<file path="src/design/mrsp_pkg.sv">
// Package with the shared types, constants and helper functions of the mask run segment plotter.
`timescale 1ns / 1ps
package mrsp_pkg;

	localparam int COORD_BITS  = 16;
	localparam int FRAC_BITS   = 8;
	localparam int ACC_BITS    = COORD_BITS + FRAC_BITS;
	localparam int CNT_BITS    = 12;
	localparam int DIM_BITS    = 13;
	localparam int MAX_COLUMNS = 4096;
	localparam int MAX_ROWS    = 4096;
	localparam int CFG_IDX_BITS  = 3;
	localparam int CFG_DATA_BITS = 24;
	localparam int FIFO_DEPTH    = 4;
	localparam int FIFO_PTR_BITS = $clog2(FIFO_DEPTH);
	localparam int CMD_SLOTS     = 4;
	localparam int SLOT_BITS     = $clog2(CMD_SLOTS);

	localparam logic [COORD_BITS-1:0] MAP_WIDTH_RST = COORD_BITS'(720);
	localparam logic [ACC_BITS-1:0]   X_STEP_RST    = ACC_BITS'(512);
	localparam logic [ACC_BITS-1:0]   Y_STEP_RST    = ACC_BITS'(512);
	localparam logic [COORD_BITS-1:0] X_OFFSET_RST  = '0;
	localparam logic [DIM_BITS-1:0]   COLUMNS_RST   = DIM_BITS'(360);
	localparam logic [DIM_BITS-1:0]   ROWS_RST      = DIM_BITS'(180);

	typedef enum logic [CFG_IDX_BITS-1:0] {
		CFG_MAP_WIDTH = 3'd0,
		CFG_X_STEP    = 3'd1,
		CFG_Y_STEP    = 3'd2,
		CFG_X_OFFSET  = 3'd3,
		CFG_COLUMNS   = 3'd4,
		CFG_ROWS      = 3'd5,
		CFG_PLOT_SEA  = 3'd6
	} cfg_idx_t;

	typedef struct packed {
		logic [COORD_BITS-1:0] map_width;
		logic [ACC_BITS-1:0]   x_step;
		logic [ACC_BITS-1:0]   y_step;
		logic [COORD_BITS-1:0] x_offset;
		logic [DIM_BITS-1:0]   columns;
		logic [DIM_BITS-1:0]   rows;
		logic                  plot_sea;
	} cfg_regs_t;

	// One closed run: plotter x of its first pixel and of its end, and the row y.
	typedef struct packed {
		logic [COORD_BITS-1:0] start_x;
		logic [COORD_BITS-1:0] end_x;
		logic [COORD_BITS-1:0] y;
	} seg_t;

	function automatic logic [ACC_BITS-1:0] sat_acc(input logic [ACC_BITS-1:0] a,
			input logic [ACC_BITS-1:0] b);
		logic [ACC_BITS:0] s;
		s = {1'b0, a} + {1'b0, b};
		return s[ACC_BITS] ? {ACC_BITS{1'b1}} : s[ACC_BITS-1:0];
	endfunction

	// Clamp a signed coordinate to the unsigned output range.
	function automatic logic [COORD_BITS-1:0] clamp_coord(input logic signed [COORD_BITS+1:0] v);
		logic [COORD_BITS-1:0] r;
		if (v[COORD_BITS+1])
			r = '0;
		else if (v[COORD_BITS])
			r = {COORD_BITS{1'b1}};
		else
			r = v[COORD_BITS-1:0];
		return r;
	endfunction

endpackage

</file>
<file path="src/design/mrsp_ifs.sv">
// Valid/ready channel interfaces for pixels, plotter commands and configuration writes.
`timescale 1ns / 1ps
interface mrsp_pix_if;
	logic valid;
	logic ready;
	logic is_land;
	modport source (output valid, output is_land, input ready);
	modport sink (input valid, input is_land, output ready);
endinterface

interface mrsp_cmd_if;
	import mrsp_pkg::*;
	logic                  valid;
	logic                  ready;
	logic [COORD_BITS-1:0] pen_x;
	logic [COORD_BITS-1:0] pen_y;
	logic                  pen_down;
	logic                  last_command;
	modport source (output valid, output pen_x, output pen_y, output pen_down,
		output last_command, input ready);
	modport sink (input valid, input pen_x, input pen_y, input pen_down,
		input last_command, output ready);
endinterface

interface mrsp_cfg_if;
	import mrsp_pkg::*;
	logic                     valid;
	logic                     ready;
	logic [CFG_IDX_BITS-1:0]  index;
	logic [CFG_DATA_BITS-1:0] data;
	modport source (output valid, output index, output data, input ready);
	modport sink (input valid, input index, input data, output ready);
endinterface

</file>
<file path="src/design/mask_run_segment_plotter_unit.sv">
// Top level of the mask run segment plotter: configuration registers, front end, queue, back end.
//
//  Channel  Dir  Beat payload                              Accepted when
//  pixel    in   is_land                                   valid && ready
//  command  out  pen_x, pen_y, pen_down, last_command      valid && ready
//  cfg      in   index (register number), data             valid && ready
//
// A pixel is taken every cycle while the four-entry segment queue has room.
// A closed run leaves as two or four commands from the output register, one per cycle while
// command ready is high, so the back end sets the rate once segments average more than one
// command per pixel: a split segment every other pixel gives two commands per pixel, and in a
// one-column frame a split run closed by every pixel gives four.
// Reset clears the counters, the open run and the queue; cfg is always ready.
// A stalled command channel fills the queue and then holds pixel ready low.
`timescale 1ns / 1ps
module mask_run_segment_plotter_unit (
	input  logic        clk,
	input  logic        arst_n,
	mrsp_pix_if.sink    pixel,
	mrsp_cmd_if.source  command,
	mrsp_cfg_if.sink    cfg
);
	import mrsp_pkg::*;

	cfg_regs_t cfg_q;
	logic      fifo_full, push, pop, head_valid;
	seg_t      push_seg, head;

	assign cfg.ready = 1'b1;

	always_ff @(posedge clk or negedge arst_n) begin
		if (!arst_n) begin
			cfg_q.map_width <= MAP_WIDTH_RST;
			cfg_q.x_step    <= X_STEP_RST;
			cfg_q.y_step    <= Y_STEP_RST;
			cfg_q.x_offset  <= X_OFFSET_RST;
			cfg_q.columns   <= COLUMNS_RST;
			cfg_q.rows      <= ROWS_RST;
			cfg_q.plot_sea  <= 1'b0;
		end else if (cfg.valid) begin
			unique case (cfg.index)
				CFG_MAP_WIDTH: cfg_q.map_width <= cfg.data[COORD_BITS-1:0];
				CFG_X_STEP:    cfg_q.x_step    <= cfg.data[ACC_BITS-1:0];
				CFG_Y_STEP:    cfg_q.y_step    <= cfg.data[ACC_BITS-1:0];
				CFG_X_OFFSET:  cfg_q.x_offset  <= cfg.data[COORD_BITS-1:0];
				CFG_COLUMNS:   cfg_q.columns   <= cfg.data[DIM_BITS-1:0];
				CFG_ROWS:      cfg_q.rows      <= cfg.data[DIM_BITS-1:0];
				CFG_PLOT_SEA:  cfg_q.plot_sea  <= cfg.data[0];
				default: begin
				end
			endcase
		end
	end

	mrsp_front u_front (
		.clk       (clk),
		.arst_n    (arst_n),
		.cfg       (cfg_q),
		.pix_valid (pixel.valid),
		.pix_ready (pixel.ready),
		.is_land   (pixel.is_land),
		.fifo_full (fifo_full),
		.push      (push),
		.seg       (push_seg)
	);

	mrsp_seg_fifo u_fifo (
		.clk        (clk),
		.arst_n     (arst_n),
		.push       (push),
		.wr_seg     (push_seg),
		.full       (fifo_full),
		.pop        (pop),
		.head_valid (head_valid),
		.head       (head)
	);

	mrsp_back u_back (
		.clk          (clk),
		.arst_n       (arst_n),
		.cfg          (cfg_q),
		.head_valid   (head_valid),
		.head         (head),
		.pop          (pop),
		.cmd_valid    (command.valid),
		.cmd_ready    (command.ready),
		.pen_x        (command.pen_x),
		.pen_y        (command.pen_y),
		.pen_down     (command.pen_down),
		.last_command (command.last_command)
	);

endmodule

</file>
<file path="src/design/mrsp_front.sv">
// Front end: counts columns and rows, tracks the open run and emits closed segments.
`timescale 1ns / 1ps
module mrsp_front (
	input  logic                clk,
	input  logic                arst_n,
	input  mrsp_pkg::cfg_regs_t cfg,
	input  logic                pix_valid,
	output logic                pix_ready,
	input  logic                is_land,
	input  logic                fifo_full,
	output logic                push,
	output mrsp_pkg::seg_t      seg
);
	import mrsp_pkg::*;

	logic [CNT_BITS-1:0]   col_q, row_q;
	logic [ACC_BITS-1:0]   x_acc_q, y_acc_q;
	logic                  run_open_q;
	logic [COORD_BITS-1:0] run_start_q;

	logic [DIM_BITS-1:0]   cols_c, rows_c, col_inc, row_inc;
	logic [COORD_BITS-1:0] x_cur, y_cur;
	logic                  accept, target, row_end, frame_end, emit;

	always_comb begin
		if (cfg.columns == '0)
			cols_c = DIM_BITS'(1);
		else if (cfg.columns > DIM_BITS'(MAX_COLUMNS))
			cols_c = DIM_BITS'(MAX_COLUMNS);
		else
			cols_c = cfg.columns;
		if (cfg.rows == '0)
			rows_c = DIM_BITS'(1);
		else if (cfg.rows > DIM_BITS'(MAX_ROWS))
			rows_c = DIM_BITS'(MAX_ROWS);
		else
			rows_c = cfg.rows;
	end

	assign pix_ready = !fifo_full;
	assign accept    = pix_valid && pix_ready;
	assign x_cur     = x_acc_q[ACC_BITS-1 -: COORD_BITS];
	assign y_cur     = y_acc_q[ACC_BITS-1 -: COORD_BITS];
	assign target    = is_land ^ cfg.plot_sea;
	assign col_inc   = {1'b0, col_q} + DIM_BITS'(1);
	assign row_inc   = {1'b0, row_q} + DIM_BITS'(1);
	assign row_end   = col_inc >= cols_c;
	assign frame_end = row_inc >= rows_c;

	// A run closes on a non-target pixel, or at the row end if it is open or opens here.
	assign emit = (!target && run_open_q) || (row_end && (run_open_q || target));
	assign push = accept && emit;

	always_comb begin
		seg.start_x = run_open_q ? run_start_q : x_cur;
		seg.end_x   = x_cur;
		seg.y       = y_cur;
	end

	always_ff @(posedge clk or negedge arst_n) begin
		if (!arst_n) begin
			col_q       <= '0;
			row_q       <= '0;
			x_acc_q     <= '0;
			y_acc_q     <= Y_STEP_RST;
			run_open_q  <= 1'b0;
			run_start_q <= '0;
		end else if (accept) begin
			run_open_q <= target && !row_end;
			if (target && !run_open_q)
				run_start_q <= x_cur;
			if (row_end) begin
				col_q   <= '0;
				x_acc_q <= '0;
				if (frame_end) begin
					row_q   <= '0;
					y_acc_q <= cfg.y_step;
				end else begin
					row_q   <= row_inc[CNT_BITS-1:0];
					y_acc_q <= sat_acc(y_acc_q, cfg.y_step);
				end
			end else begin
				col_q   <= col_inc[CNT_BITS-1:0];
				x_acc_q <= sat_acc(x_acc_q, cfg.x_step);
			end
		end
	end

endmodule

</file>
<file path="src/design/mrsp_seg_fifo.sv">
// Short segment queue between the front end and the command back end.
`timescale 1ns / 1ps
module mrsp_seg_fifo (
	input  logic           clk,
	input  logic           arst_n,
	input  logic           push,
	input  mrsp_pkg::seg_t wr_seg,
	output logic           full,
	input  logic           pop,
	output logic           head_valid,
	output mrsp_pkg::seg_t head
);
	import mrsp_pkg::*;

	seg_t                   mem_q [FIFO_DEPTH];
	logic [FIFO_PTR_BITS-1:0] wr_ptr_q, rd_ptr_q;
	logic [FIFO_PTR_BITS:0]   count_q;

	assign full       = count_q == (FIFO_PTR_BITS+1)'(FIFO_DEPTH);
	assign head_valid = count_q != '0;
	assign head       = mem_q[rd_ptr_q];

	always_ff @(posedge clk) begin
		if (push)
			mem_q[wr_ptr_q] <= wr_seg;
	end

	always_ff @(posedge clk or negedge arst_n) begin
		if (!arst_n) begin
			wr_ptr_q <= '0;
			rd_ptr_q <= '0;
			count_q  <= '0;
		end else begin
			if (push)
				wr_ptr_q <= wr_ptr_q + FIFO_PTR_BITS'(1);
			if (pop)
				rd_ptr_q <= rd_ptr_q + FIFO_PTR_BITS'(1);
			if (push && !pop)
				count_q <= count_q + (FIFO_PTR_BITS+1)'(1);
			else if (pop && !push)
				count_q <= count_q - (FIFO_PTR_BITS+1)'(1);
		end
	end

endmodule

</file>
<file path="src/design/mrsp_back.sv">
// Back end: offsets and wraps one segment and issues its pen moves and draws one per cycle while ready.
`timescale 1ns / 1ps
module mrsp_back (
	input  logic                  clk,
	input  logic                  arst_n,
	input  mrsp_pkg::cfg_regs_t   cfg,
	input  logic                  head_valid,
	input  mrsp_pkg::seg_t        head,
	output logic                  pop,
	output logic                  cmd_valid,
	input  logic                  cmd_ready,
	output logic [mrsp_pkg::COORD_BITS-1:0] pen_x,
	output logic [mrsp_pkg::COORD_BITS-1:0] pen_y,
	output logic                  pen_down,
	output logic                  last_command
);
	import mrsp_pkg::*;

	typedef logic signed [COORD_BITS+1:0] wide_t;

	// Segment being issued.
	logic                  seg_valid_s1;
	logic [COORD_BITS-1:0] seg_x_s1 [CMD_SLOTS];
	logic [COORD_BITS-1:0] seg_y_s1;
	logic                  seg_four_s1;
	logic [SLOT_BITS-1:0]  slot_q;

	// Output register.
	logic                  out_valid_q;
	logic [COORD_BITS-1:0] out_x_q, out_y_q;
	logic                  out_down_q, out_last_q;

	wide_t                 d1, d2, w, d1w, d2w;
	logic                  le1, neg2, le2, four_c, out_load, at_last;
	logic [COORD_BITS-1:0] x_c [CMD_SLOTS];

	always_comb begin
		w    = wide_t'({2'b00, cfg.map_width});
		d1   = wide_t'({2'b00, head.start_x}) - wide_t'({2'b00, cfg.x_offset});
		d2   = wide_t'({2'b00, head.end_x}) - wide_t'({2'b00, cfg.x_offset});
		d1w  = d1 + w;
		d2w  = d2 + w;
		le1  = d1[COORD_BITS+1] || (d1 == '0);
		neg2 = d2[COORD_BITS+1];
		le2  = neg2 || (d2 == '0);
		priority if (le1 && neg2) begin
			four_c = 1'b0;
			x_c[0] = clamp_coord(d1w);
			x_c[1] = clamp_coord(d2w);
			x_c[2] = '0;
			x_c[3] = '0;
		end else if (le1) begin
			// The segment straddles the seam: draw up to its end, then from its wrapped start.
			four_c = 1'b1;
			x_c[0] = '0;
			x_c[1] = clamp_coord(d2);
			x_c[2] = clamp_coord(d1w);
			x_c[3] = cfg.map_width;
		end else if (!le2) begin
			four_c = 1'b0;
			x_c[0] = clamp_coord(d1);
			x_c[1] = clamp_coord(d2);
			x_c[2] = '0;
			x_c[3] = '0;
		end else begin
			four_c = 1'b1;
			x_c[0] = '0;
			x_c[1] = clamp_coord(d1);
			x_c[2] = clamp_coord(d2w);
			x_c[3] = cfg.map_width;
		end
	end

	assign at_last  = seg_four_s1 ? (slot_q == SLOT_BITS'(CMD_SLOTS - 1)) : (slot_q == SLOT_BITS'(1));
	assign out_load = seg_valid_s1 && (!out_valid_q || cmd_ready);
	assign pop      = head_valid && (!seg_valid_s1 || (out_load && at_last));

	always_ff @(posedge clk) begin
		if (pop) begin
			seg_x_s1    <= x_c;
			seg_y_s1    <= head.y;
			seg_four_s1 <= four_c;
		end
		if (out_load) begin
			out_x_q    <= seg_x_s1[slot_q];
			out_y_q    <= seg_y_s1;
			out_down_q <= slot_q[0];
			out_last_q <= at_last;
		end
	end

	always_ff @(posedge clk or negedge arst_n) begin
		if (!arst_n) begin
			seg_valid_s1 <= 1'b0;
			slot_q       <= '0;
			out_valid_q  <= 1'b0;
		end else begin
			if (pop) begin
				seg_valid_s1 <= 1'b1;
				slot_q       <= '0;
			end else if (out_load) begin
				if (at_last)
					seg_valid_s1 <= 1'b0;
				slot_q <= slot_q + SLOT_BITS'(1);
			end
			if (out_load)
				out_valid_q <= 1'b1;
			else if (cmd_ready)
				out_valid_q <= 1'b0;
		end
	end

	assign cmd_valid    = out_valid_q;
	assign pen_x        = out_x_q;
	assign pen_y        = out_y_q;
	assign pen_down     = out_down_q;
	assign last_command = out_last_q;

endmodule

</file>
<file path="src/flat_wrapper.sv">
// flat-port wrapper written by rule: the top's interface ports become plain ports
module mask_run_segment_plotter_unit_flat import mrsp_pkg::*;
  (clk, arst_n, pixel_valid, pixel_is_land, pixel_ready, command_valid, command_pen_x, command_pen_y, command_pen_down, command_last_command, command_ready, cfg_valid, cfg_index, cfg_data, cfg_ready);
  mrsp_pix_if pixel_i ();
  mrsp_cmd_if command_i ();
  mrsp_cfg_if cfg_i ();
  input  logic clk;
  input  logic arst_n;
  input wire logic [$bits(pixel_i.valid)-1:0] pixel_valid;
  input wire logic [$bits(pixel_i.is_land)-1:0] pixel_is_land;
  output wire logic [$bits(pixel_i.ready)-1:0] pixel_ready;
  output wire logic [$bits(command_i.valid)-1:0] command_valid;
  output wire logic [$bits(command_i.pen_x)-1:0] command_pen_x;
  output wire logic [$bits(command_i.pen_y)-1:0] command_pen_y;
  output wire logic [$bits(command_i.pen_down)-1:0] command_pen_down;
  output wire logic [$bits(command_i.last_command)-1:0] command_last_command;
  input wire logic [$bits(command_i.ready)-1:0] command_ready;
  input wire logic [$bits(cfg_i.valid)-1:0] cfg_valid;
  input wire logic [$bits(cfg_i.index)-1:0] cfg_index;
  input wire logic [$bits(cfg_i.data)-1:0] cfg_data;
  output wire logic [$bits(cfg_i.ready)-1:0] cfg_ready;
  assign pixel_i.valid = pixel_valid;
  assign pixel_i.is_land = pixel_is_land;
  assign pixel_ready = pixel_i.ready;
  assign command_valid = command_i.valid;
  assign command_pen_x = command_i.pen_x;
  assign command_pen_y = command_i.pen_y;
  assign command_pen_down = command_i.pen_down;
  assign command_last_command = command_i.last_command;
  assign command_i.ready = command_ready;
  assign cfg_i.valid = cfg_valid;
  assign cfg_i.index = cfg_index;
  assign cfg_i.data = cfg_data;
  assign cfg_ready = cfg_i.ready;
  mask_run_segment_plotter_unit u_core (.clk(clk), .arst_n(arst_n), .pixel(pixel_i), .command(command_i), .cfg(cfg_i));
endmodule
</file>
<file path="config.mk">
export PLATFORM = sky130hd
export DESIGN_NAME = mask_run_segment_plotter_unit_flat
export DESIGN_NICKNAME = d
export VERILOG_FILES = /design/src/design/mrsp_pkg.sv /design/src/design/mrsp_ifs.sv /design/src/design/mask_run_segment_plotter_unit.sv /design/src/design/mrsp_front.sv /design/src/design/mrsp_seg_fifo.sv /design/src/design/mrsp_back.sv /design/src/flat_wrapper.sv
export SDC_FILE = /design/constraint.sdc
export NUM_CORES = 1
export LEC_CHECK = 0
export ABC_AREA = 1
export BUFFER_PORTS_ARGS = -buffer_cell sky130_fd_sc_hd__buf_2
export CAP_MARGIN = 20
export CELL_PAD_IN_SITES_DETAIL_PLACEMENT = 2
export CELL_PAD_IN_SITES_GLOBAL_PLACEMENT = 2
export CORE_UTILIZATION = 23
export DETAILED_ROUTE_END_ITERATION = 10
export PLACE_DENSITY_LB_ADDON = 0.1
export SYNTH_ARGS = -nofsm -noshare
export SYNTH_HDL_FRONTEND = slang
export SYNTH_SLANG_ARGS = --single-unit
</file>
<file path="constraint.sdc">
create_clock -name clk -period 5.58 [get_ports clk]
set_input_delay 0.558 -clock clk [delete_from_list [all_inputs] [get_ports clk]]
set_output_delay 0.558 -clock clk [all_outputs]
set_load 0.03 [all_outputs]
</file>
======== Yosys cells after proc, flatten, opt, wreduce, memory -nomap -nowiden ========
Memory sizes are Yosys's and may differ from the RTL's.
Cells that the tools add are included.
cells by class
  equal/unequal tests ..................... 9
  add/subtract/negate cells ............... 13
  reduce and logical (&&, ||, !) cells .... 46
  multiplexer cells ....................... 39
  order comparisons ....................... 5
  bitwise logic cells ..................... 2
operators by type and width
  cell                                                 count
  2-to-1 mux 64 bit                                    3
  2-to-1 mux 16 bit                                    11
  2-to-1 mux 24 bit                                    4
  2-to-1 mux 13 bit                                    4
  adder 24 x 24 -> 25 bit                              2
  logical NOT 18 bit                                   2
  subtractor 16 x 16 -> 17 bit                         2
  binary-select mux 16 bit (select 2 bit)              1
  adder 12 x 1 -> 13 bit, second input constant        2
  greater-or-equal comparator 13 bit                   2
  > comparator 13 bit, second input constant           2
  logical NOT 13 bit                                   2
  2-to-1 mux 12 bit                                    2
  AND reduction 2 bit                                  10
  adder 17 x 17 -> 18 bit                              1
  adder 18 x 17 -> 18 bit                              1
  equality test 3 bit, second input constant           4
  logical AND 1 bit                                    12
  2-to-1 mux 1 bit                                     10
  logical NOT 1 bit                                    8
  nonzero test 2 bit                                   4
  adder 2 x 1 -> 2 bit, second input constant          3
  equality test 3 x 2 -> 1 bit, second input constant  2
  logical OR 1 bit                                     6
  12 further kinds                                     14
storage, ports and cells
  memories ................................ 1
  register bits ........................... 322
  bits in writable memories ............... 192
  input port bits ......................... 33
memories
  name                 words  width  read ports  clocked after memory_dff  wr ports  RTL line             RTL
  u_core.u_fifo.mem_q  4      48     1           0                         1         mrsp_seg_fifo.sv:15  seg_t mem_q [FIFO_DEPTH];

======== Longest topological paths before layout ========
Gate-level depths: netlist of the first run.
  depth after elaboration ................. 11
  depth in mapped cells ................... 31
  depth with buffers taken out ............ 27

======== Hierarchy ========
From an unflattened synthesis of the first run, not the netlist that was laid out.
unflattened totals
  cells, all modules ...................... 3854
  area, all modules ....................... 31277.5 um2
modules (own cells, without submodules)
  module                         instances  area an instance (um2)  sequential area each (um2)  cells an instance
  mrsp_back                      1          9562.9                  3553.4                      1250
  mrsp_front                     1          9300.2                  2228.4                      1517
  mrsp_seg_fifo                  1          8172.8                  5940.7                      609
  mask_run_segment_plotter_unit  1          4241.6                  2695.1                      478

======== Worst setup path before layout of the first run ========
No wires, ideal clock.
  path type ............................... reg2reg
  from .................................... register u_core.u_back.slot_q[1]
  to ...................................... register u_core.u_fifo.count_q[1]
  arrival time ............................ 5.795 ns
  clock period less this slack ............ 5.920 ns
  library setup time ...................... 0.125 ns
  stages on the path, launching flop included .. 10
  slack ................................... -0.340 ns
  path buffers ............................ 0
  path through ............................ dfrtp_1 -> clkinv_1 -> a21oi_1 -> a21oi_1 -> nor2_1 -> inv_1 -> ha_1 -> inv_1 -> fa_1 -> mux2_2
on the way
  cells in the longest elaborated chain, start to end .. 8
  elaborated cells between the ends (all ways) .. 11
RTL lines
  element                                                                     RTL line                             RTL
  from (decl)                                                                 mrsp_back.sv:26                      logic [SLOT_BITS-1:0] slot_q;
  from (signal assigned)                                                      mrsp_back.sv:104                     slot_q <= slot_q + SLOT_BITS'(1);
  equality test 2 x 1 -> 1 bit / equality test 2 bit (equally long branches)  mrsp_back.sv:74                      assign at_last = seg_four_s1 ? (slot_q == SLOT_BITS'(CMD_SLOTS - 1)) : (slot_q == SLOT_BITS'(1));
  2-to-1 mux 1 bit (*)                                                        mrsp_back.sv:74
  via u_core.u_back.at_last                                                   mrsp_back.sv:34                      logic le1, neg2, le2, four_c, out_load, at_last;
  logical AND 1 bit (*)                                                       mrsp_back.sv:76                      assign pop = head_valid && (!seg_valid_s1 || (out_load && at_last));
  logical OR 1 bit (*)                                                        mrsp_back.sv:76
  logical AND 1 bit (*)                                                       mrsp_back.sv:76
  via u_core.pop                                                              mask_run_segment_plotter_unit.sv:26  logic fifo_full, push, pop, head_valid;
  logical NOT 1 bit                                                           mrsp_seg_fifo.sv:38                  if (push && !pop)
  logical AND 1 bit                                                           mrsp_seg_fifo.sv:38
  2-to-1 mux 3 bit / nonzero test 2 bit (equally long branches)               --
  to (signal assigned)                                                        mrsp_seg_fifo.sv:39                  count_q <= count_q + (FIFO_PTR_BITS+1)'(1);
  to (signal assigned)                                                        mrsp_seg_fifo.sv:41                  count_q <= count_q - (FIFO_PTR_BITS+1)'(1);
  to (decl)                                                                   mrsp_seg_fifo.sv:17                  logic [FIFO_PTR_BITS:0] count_q;
The timed path passes the listed nets; every way through them passes the cells marked *.
A chain may end at the register's enable or synchronous reset.

==> flow_summary.yaml, run 1 <==
status:
  status: "complete, no violations"
clock_tree:
  clk_latency_ps: 620
  cts_buffers: 67
  cts.sinks: 514
  cts_root_buf: "clkbuf_16"
  cts_tree: "built"
  cts_max_path_buffers: 3
  h-tree-depth: 3
  post_cts_buffers: 0
  clk_pin_slew_ps: 60
route:
  drtPass1Iterations: 4
  vias: 23000
  initialDrtViolationCount: 894
  drtAntennaViolNets: 0
  vias_per_cell: 4.63
  met3_length_um: 2990
  wl_met1_um: 49500
  top_layer: "met5"
  wl_um: 108000
  route.detailed.drc: 0
  dr_wl_met2_um: 52200
  wl_per_cell_um: 21.7
global_routing:
  antenna_found_initial: 15
  grt_overflow_total: 0
  gr-usage-all-layers_pct: 17.7
  grt_start_max_net_pins: 124
  grt_pass1_vias: 25700
  grt_first_pass_wirelength_um: 162000
die:
  start_util_pct: 23.3
  dieArea_um2: 124000
  io_pins: 70
  core-area_um2: 120000
  die_h_um: 351
  num_rows: 127
  die_x_um: 351
sta:
  tightestPinTransition_ps: 958
  setup_viol: 0
  timing.fmax_mhz: 200
  slew_headroom_pct: 35.4
  post-route-period-util_pct: 89.4
  rsz0062_at_grt: "false"
  period_minus_slack_ps: 4990
  slew_viol_final: 0
  fin_tns_setup_ps: 0
  hold_viol_final: 0
  skew_ps: 21.0
  setup_slack_ps: 592
layout:
  area_growth_pct: 16.8
  fin_cells: 4975
  drive_gt1_share_pct: 8.24
  nets: 3497
synthesis:
  synth_warnings: 0
  yosysMostFrequentCell: "nand2_1"
  synth.top_cell.area_share_pct: 32.8
  synth-edff-count: 307
  synthArstFlopShare_pct: 40.3
  seq_area_frac_synth_pct: 51.3
  syn_inst: 3219
  syn_area_um2: 28100
  avgSynthCellArea_um2: 8.73
  synth_flop_cell: "edfxtp_1"
  ys_ff_latch: 514
  yosys.area.top_type: "edfxtp_1"
  synth_cell_types: 50
  synth.area.top_cells: "edfxtp_1 (33%), dfrtp_1 (17%), nand2_1 (10%)"
  yosys-top-cells-count: "nand2_1 (772), inv_1 (375), o21ai_0 (353)"
  syn-num-nets: 3407
flow_run:
  maxCapViolCount: 0
placement:
  pre_cts_ws_ps: 490
  dp_hpwl_um: 81300
  place_congestion: 0.827
  io_buffers: 68
  dp_cells: 4850
setup_path:
  end_kind: "flip-flop"
  crit_required_ps: 5980
  startpoint_type: "flip-flop"
  regToRegSetupSlack_ps: 590
  cp_max_fo: 22
  path_class: "reg -> reg"
  crit_arrival_ps: 5390
hold_path:
  holdCritPathClass: "in -> reg"
==> critical path, cell delays in order (launching register included) <==
cell      delay (ps)
dfrtp_2          430
inv_2            330
buf_4            300
o21ai_0          100
o22ai_1          320
ha_1             370
nand2_1          160
nor2_1            70
nand2_1          100
nand3_2          120
nand2_1          110
nand2_1           60
nand2_1           50
nand2_1           90
inv_1            220
ha_1             330
nand2_1          110
inv_1             40
a21boi_0         320
nor2_1            80
nor2_1            90
o21ai_1          140
xor2_2           180
buf_4            180
nand2_1          120
nand2_1           60
o21ai_1          290
==> cells in the final DEF, fill, tap and decap left out, types with 18 or more instances in the layout <==
cell type,n
a21o_1,18
nand4_1,29
clkbuf_16,69
nand3_1,154
xnor2_1,42
ha_1,148
buf_2,67
nor3_1,23
nand2_1,771
edfxtp_1,307
buf_4,51
xor2_1,41
dfrtp_1,191
o22ai_1,62
inv_1,374
nor2_1,281
o21ai_0,353
a22o_1,19
a21oi_1,159
==> path summary, 6_finish.rpt <==
path,from,end,cells past startpoint
max in group asynchronous,arst_n,u_core.u_back.seg_valid_s1$_DFFE_PN0P_,3
min,command_ready,u_core.u_back.cmd_valid$_DFFE_PN0P_,4
max reg2reg,u_core.u_fifo.rd_ptr_q[0]$_DFFE_PN0P_,u_core.u_back.seg_x_s1[56]$_DFFE_PP_,26
min in group asynchronous,arst_n,u_core.u_front.col_q[8]$_DFFE_PN0P_,2
max,u_core.u_fifo.rd_ptr_q[0]$_DFFE_PN0P_,u_core.u_back.seg_x_s1[56]$_DFFE_PP_,26
min reg2reg,u_core.u_back.seg_y_s1[13]$_DFFE_PP_,u_core.u_back.pen_y[13]$_DFFE_PP_,0
==> per-stage QoR <==
| step | cell area [µm²] | util, % | hold slack [ps] |
|---|---|---|---|
| final | 32800 | 27.2 | 232 |
| after global routing | 32800 | 27.2 | 248 |
| after CTS | 32800 | 27.2 | 177 |
| after detailed placement | 30600 | 25.4 | 406 |
| after global placement | 30500 | 25.3 | 404 |
| after floorplan | 28100 | - | 262 |
==> sequential cells by signal (all words and copies together), names as in the netlist <==
signal / cells
u_core.u_fifo.count_q: 3
u_core.u_back.seg_valid_s1: 1
u_core.u_back.seg_four_s1: 1
u_core.u_back.seg_y_s1: 16
u_core.u_back.pen_down: 1
u_core.u_back.pen_y: 16
u_core.u_fifo.wr_ptr_q: 2
u_core.u_back.slot_q: 2
u_core.u_back.pen_x: 16
u_core.u_front.run_start_q: 16
u_core.cfg_q: 107
u_core.u_fifo.mem_q: 192
u_core.u_back.cmd_valid: 1
u_core.u_front.col_q: 12
u_core.u_front.x_acc_q: 24
u_core.u_back.last_command: 1
u_core.u_back.seg_x_s1: 64
u_core.u_front.row_q: 12
u_core.u_front.y_acc_q: 24
u_core.u_fifo.rd_ptr_q: 2
u_core.u_front.run_open_q: 1
==> metal layers <==
metal | global-route usage (%) | vias up
met3 | 2.41 | 132
li1 | - | 11000
met2 | 30.6 | 283
met5 | 0 | -
met4 | 5.94 | 2
met1 | 22.6 | 11600
==> cell families (layout without fill, tap and decap cells) <==
| logic type | after synthesis | after routing | share of synthesized area (%) |
|---|---|---|---|
| compound gates | 666 | 666 | 12.9 |
| xor+xnor | 84 | 84 | 2.65 |
| fa+ha+maj | 155 | 155 | 7.09 |
| buf+inv | 486 | 629 | 6.82 |
| flops | 514 | 514 | 51.3 |
| mux | 1 | 1 | 0.0401 |
| other cells | 1 | 2 | 0.0134 |
| simple gates | 1312 | 1312 | 19.2 |
==> final cells by class <==
cell class	instances	area [µm²]
multi-input combinational	2219	11800
tap	1612	2020
antenna	1	2.50
fill	13700	87600
inverter	379	1430
sequential	514	14400
clock inverter	32	380
timing repair buffer	128	906
clock buffer	90	1850
==> repair_timing <==
action | CTS | global route
hold endpoints to repair | 42 | 0
endpoints found under the setup margin | 0 | 1
hold buffers | 1 | 0
gates resized for setup | 0 | 1
Power of run 1 is not shown: default switching activity piles up to over one toggle a cycle in this logic, so the estimate is an artifact.
==> run 2, diff against run 1 <==
--- a/config.mk
+++ b/config.mk
@@ -13,6 +13,7 @@
 export CORE_UTILIZATION = 23
 export DETAILED_ROUTE_END_ITERATION = 10
 export PLACE_DENSITY_LB_ADDON = 0.1
+export RECOVER_POWER = 50
 export SYNTH_ARGS = -nofsm -noshare
 export SYNTH_HDL_FRONTEND = slang
 export SYNTH_SLANG_ARGS = --single-unit
==> flow_summary.yaml, run 2 (same netlist as run 1, synthesis figures left out) <==
sta:
  tightestPinTransition_ps: 2480
  skew_ps: 21.5
  post-route-period-util_pct: 89.8
  timing.fmax_mhz: 199
  slew_headroom_pct: -65.3
  period_minus_slack_ps: 5010
  setup_viol: 0
  fin_tns_setup_ps: 0
  rsz0062_at_grt: "false"
  hold_viol_final: 0
  slew_viol_final: 380
clock_tree:
  cts_root_buf: "clkbuf_16"
  cts_max_path_buffers: 3
  cts_tree: "built"
  h-tree-depth: 3
  cts_buffers: 67
  post_cts_buffers: 0
  clk_pin_slew_ps: 60
  clk_latency_ps: 620
  cts.sinks: 514
die:
  dieArea_um2: 124000
  core-area_um2: 120000
  io_pins: 70
  num_rows: 127
  die_x_um: 351
  die_h_um: 351
  start_util_pct: 23.3
route:
  vias_per_cell: 4.63
  route.detailed.drc: 0
  drtPass1Iterations: 4
  wl_um: 108000
  drtAntennaViolNets: 0
  initialDrtViolationCount: 905
  wl_per_cell_um: 21.7
  vias: 23000
layout:
  largest_reg_flops: 192
  final_common_cell: "nand2_1"
  area_growth_pct: 16.5
  nets: 3497
  drive_gt1_share_pct: 6.99
  final_cell_mix: "nand2_1 (771), inv_1 (375), o21ai_0 (353)"
  largest_registers: "u_core.u_fifo.mem_q x192, u_core.cfg_q x107, u_core.u_back.seg_x_s1 x64"
  final_util_pct: 27.2
  top_register: "u_core.u_fifo.mem_q"
flow_run:
  maxCapViolCount: 6
setup_path:
  crit_arrival_ps: 5410
  path_class: "reg -> reg"
  crit_required_ps: 5980
  regToRegSetupSlack_ps: 570
  cp_max_fo: 22
  startpoint_type: "flip-flop"
  end_kind: "flip-flop"
status:
  violations: "max-capacitance violations, max-slew violations"
  status: "complete, but fails checks"
global_routing:
  grt_start_max_net_pins: 124
  grt_overflow_total: 0
  grt_first_pass_wirelength_um: 162000
  grt_pass1_vias: 25700
  gr-usage-all-layers_pct: 17.7
  antenna_found_initial: 15
placement:
  io_buffers: 68
  place_congestion: 0.827
  dp_hpwl_um: 81300
hold_path:
  holdCritPathClass: "in -> reg"
## run 2: cell count changes in the layout (fill, tap and decap cells not counted), sizes merged
| cell | change |
|---|---|
| clkbuf | +42 |
| buf | -42 |
| diode | +1 |
## run 2: critical path, cell delays in order, from the launching register on
cell and delay (ps):
dfrtp_2 430, inv_2 330, buf_4 300, o21ai_0 100, o22ai_1 320, ha_1 370, nand2_1 160, nor2_1 70
nand2_1 100, nand3_2 110, nand2_1 100, nand2_1 50, nand2_1 50, nand2_1 90, inv_1 230, ha_1 330
nand2_1 110, inv_1 40, a21boi_0 340, nor2_1 80, nor2_1 90, o21ai_1 140, xor2_2 180, buf_4 180
nand2_1 110, nand2_1 60, o21ai_1 300
## run 2: final timing paths
kind                            cells after the start                                     to                                   from
worst max-delay path                               26   u_core.u_back.seg_x_s1[56]$_DFFE_PP_  u_core.u_fifo.rd_ptr_q[0]$_DFFE_PN0P_
worst min-delay path                                4    u_core.u_back.cmd_valid$_DFFE_PN0P_                          command_ready
worst max register to register                     26   u_core.u_back.seg_x_s1[56]$_DFFE_PP_  u_core.u_fifo.rd_ptr_q[0]$_DFFE_PN0P_
worst min register to register                      0       u_core.u_back.pen_y[1]$_DFFE_PP_    u_core.u_back.seg_y_s1[1]$_DFFE_PP_
max in group asynchronous                           3  u_core.u_fifo.rd_ptr_q[0]$_DFFE_PN0P_                                 arst_n
min in group asynchronous                           2    u_core.u_front.col_q[8]$_DFFE_PN0P_                                 arst_n
## run 2: through the flow
stage / hold slack [ps] / instance area, µm² / std cells / setup slack, ps
6_report: 231 / 32700 / 4976 / 567
5_1_grt: 248 / 32700 / 4974 / 177
4_1_cts: 177 / 32800 / 4973 / 478
3_5_place_dp: 406 / 30600 / 4850 / 490
3_3_place_gp: 404 / 30500 / 4848 / 615
2_1_floorplan: 262 / 28100 / 3219 / 541
## run 2: per-layer routing
layer	global-route usage (%)	part of all wire (%)	wire length, µm
met5	0	0.012	13
met4	5.94	3.0	3280
met3	2.41	2.9	3150
met2	30.6	48	52300
met1	22.6	46	49300
## run 2: area by class of cell
class,count,area (µm²)
antenna,2,5.00
clock buffer,90,1850
clock inverter,32,380
fill,13700,87700
inverter,379,1430
multi-input combinational,2219,11800
sequential,514,14400
tap,1612,2020
timing repair buffer,128,803
## run 2: what timing repair did
item	CTS	global route
resized for setup	0	1
endpoints found under the hold margin	42	0
hold buffers	1	0
setup endpoints to repair	0	1
Power of run 2 is left out for the same reason.
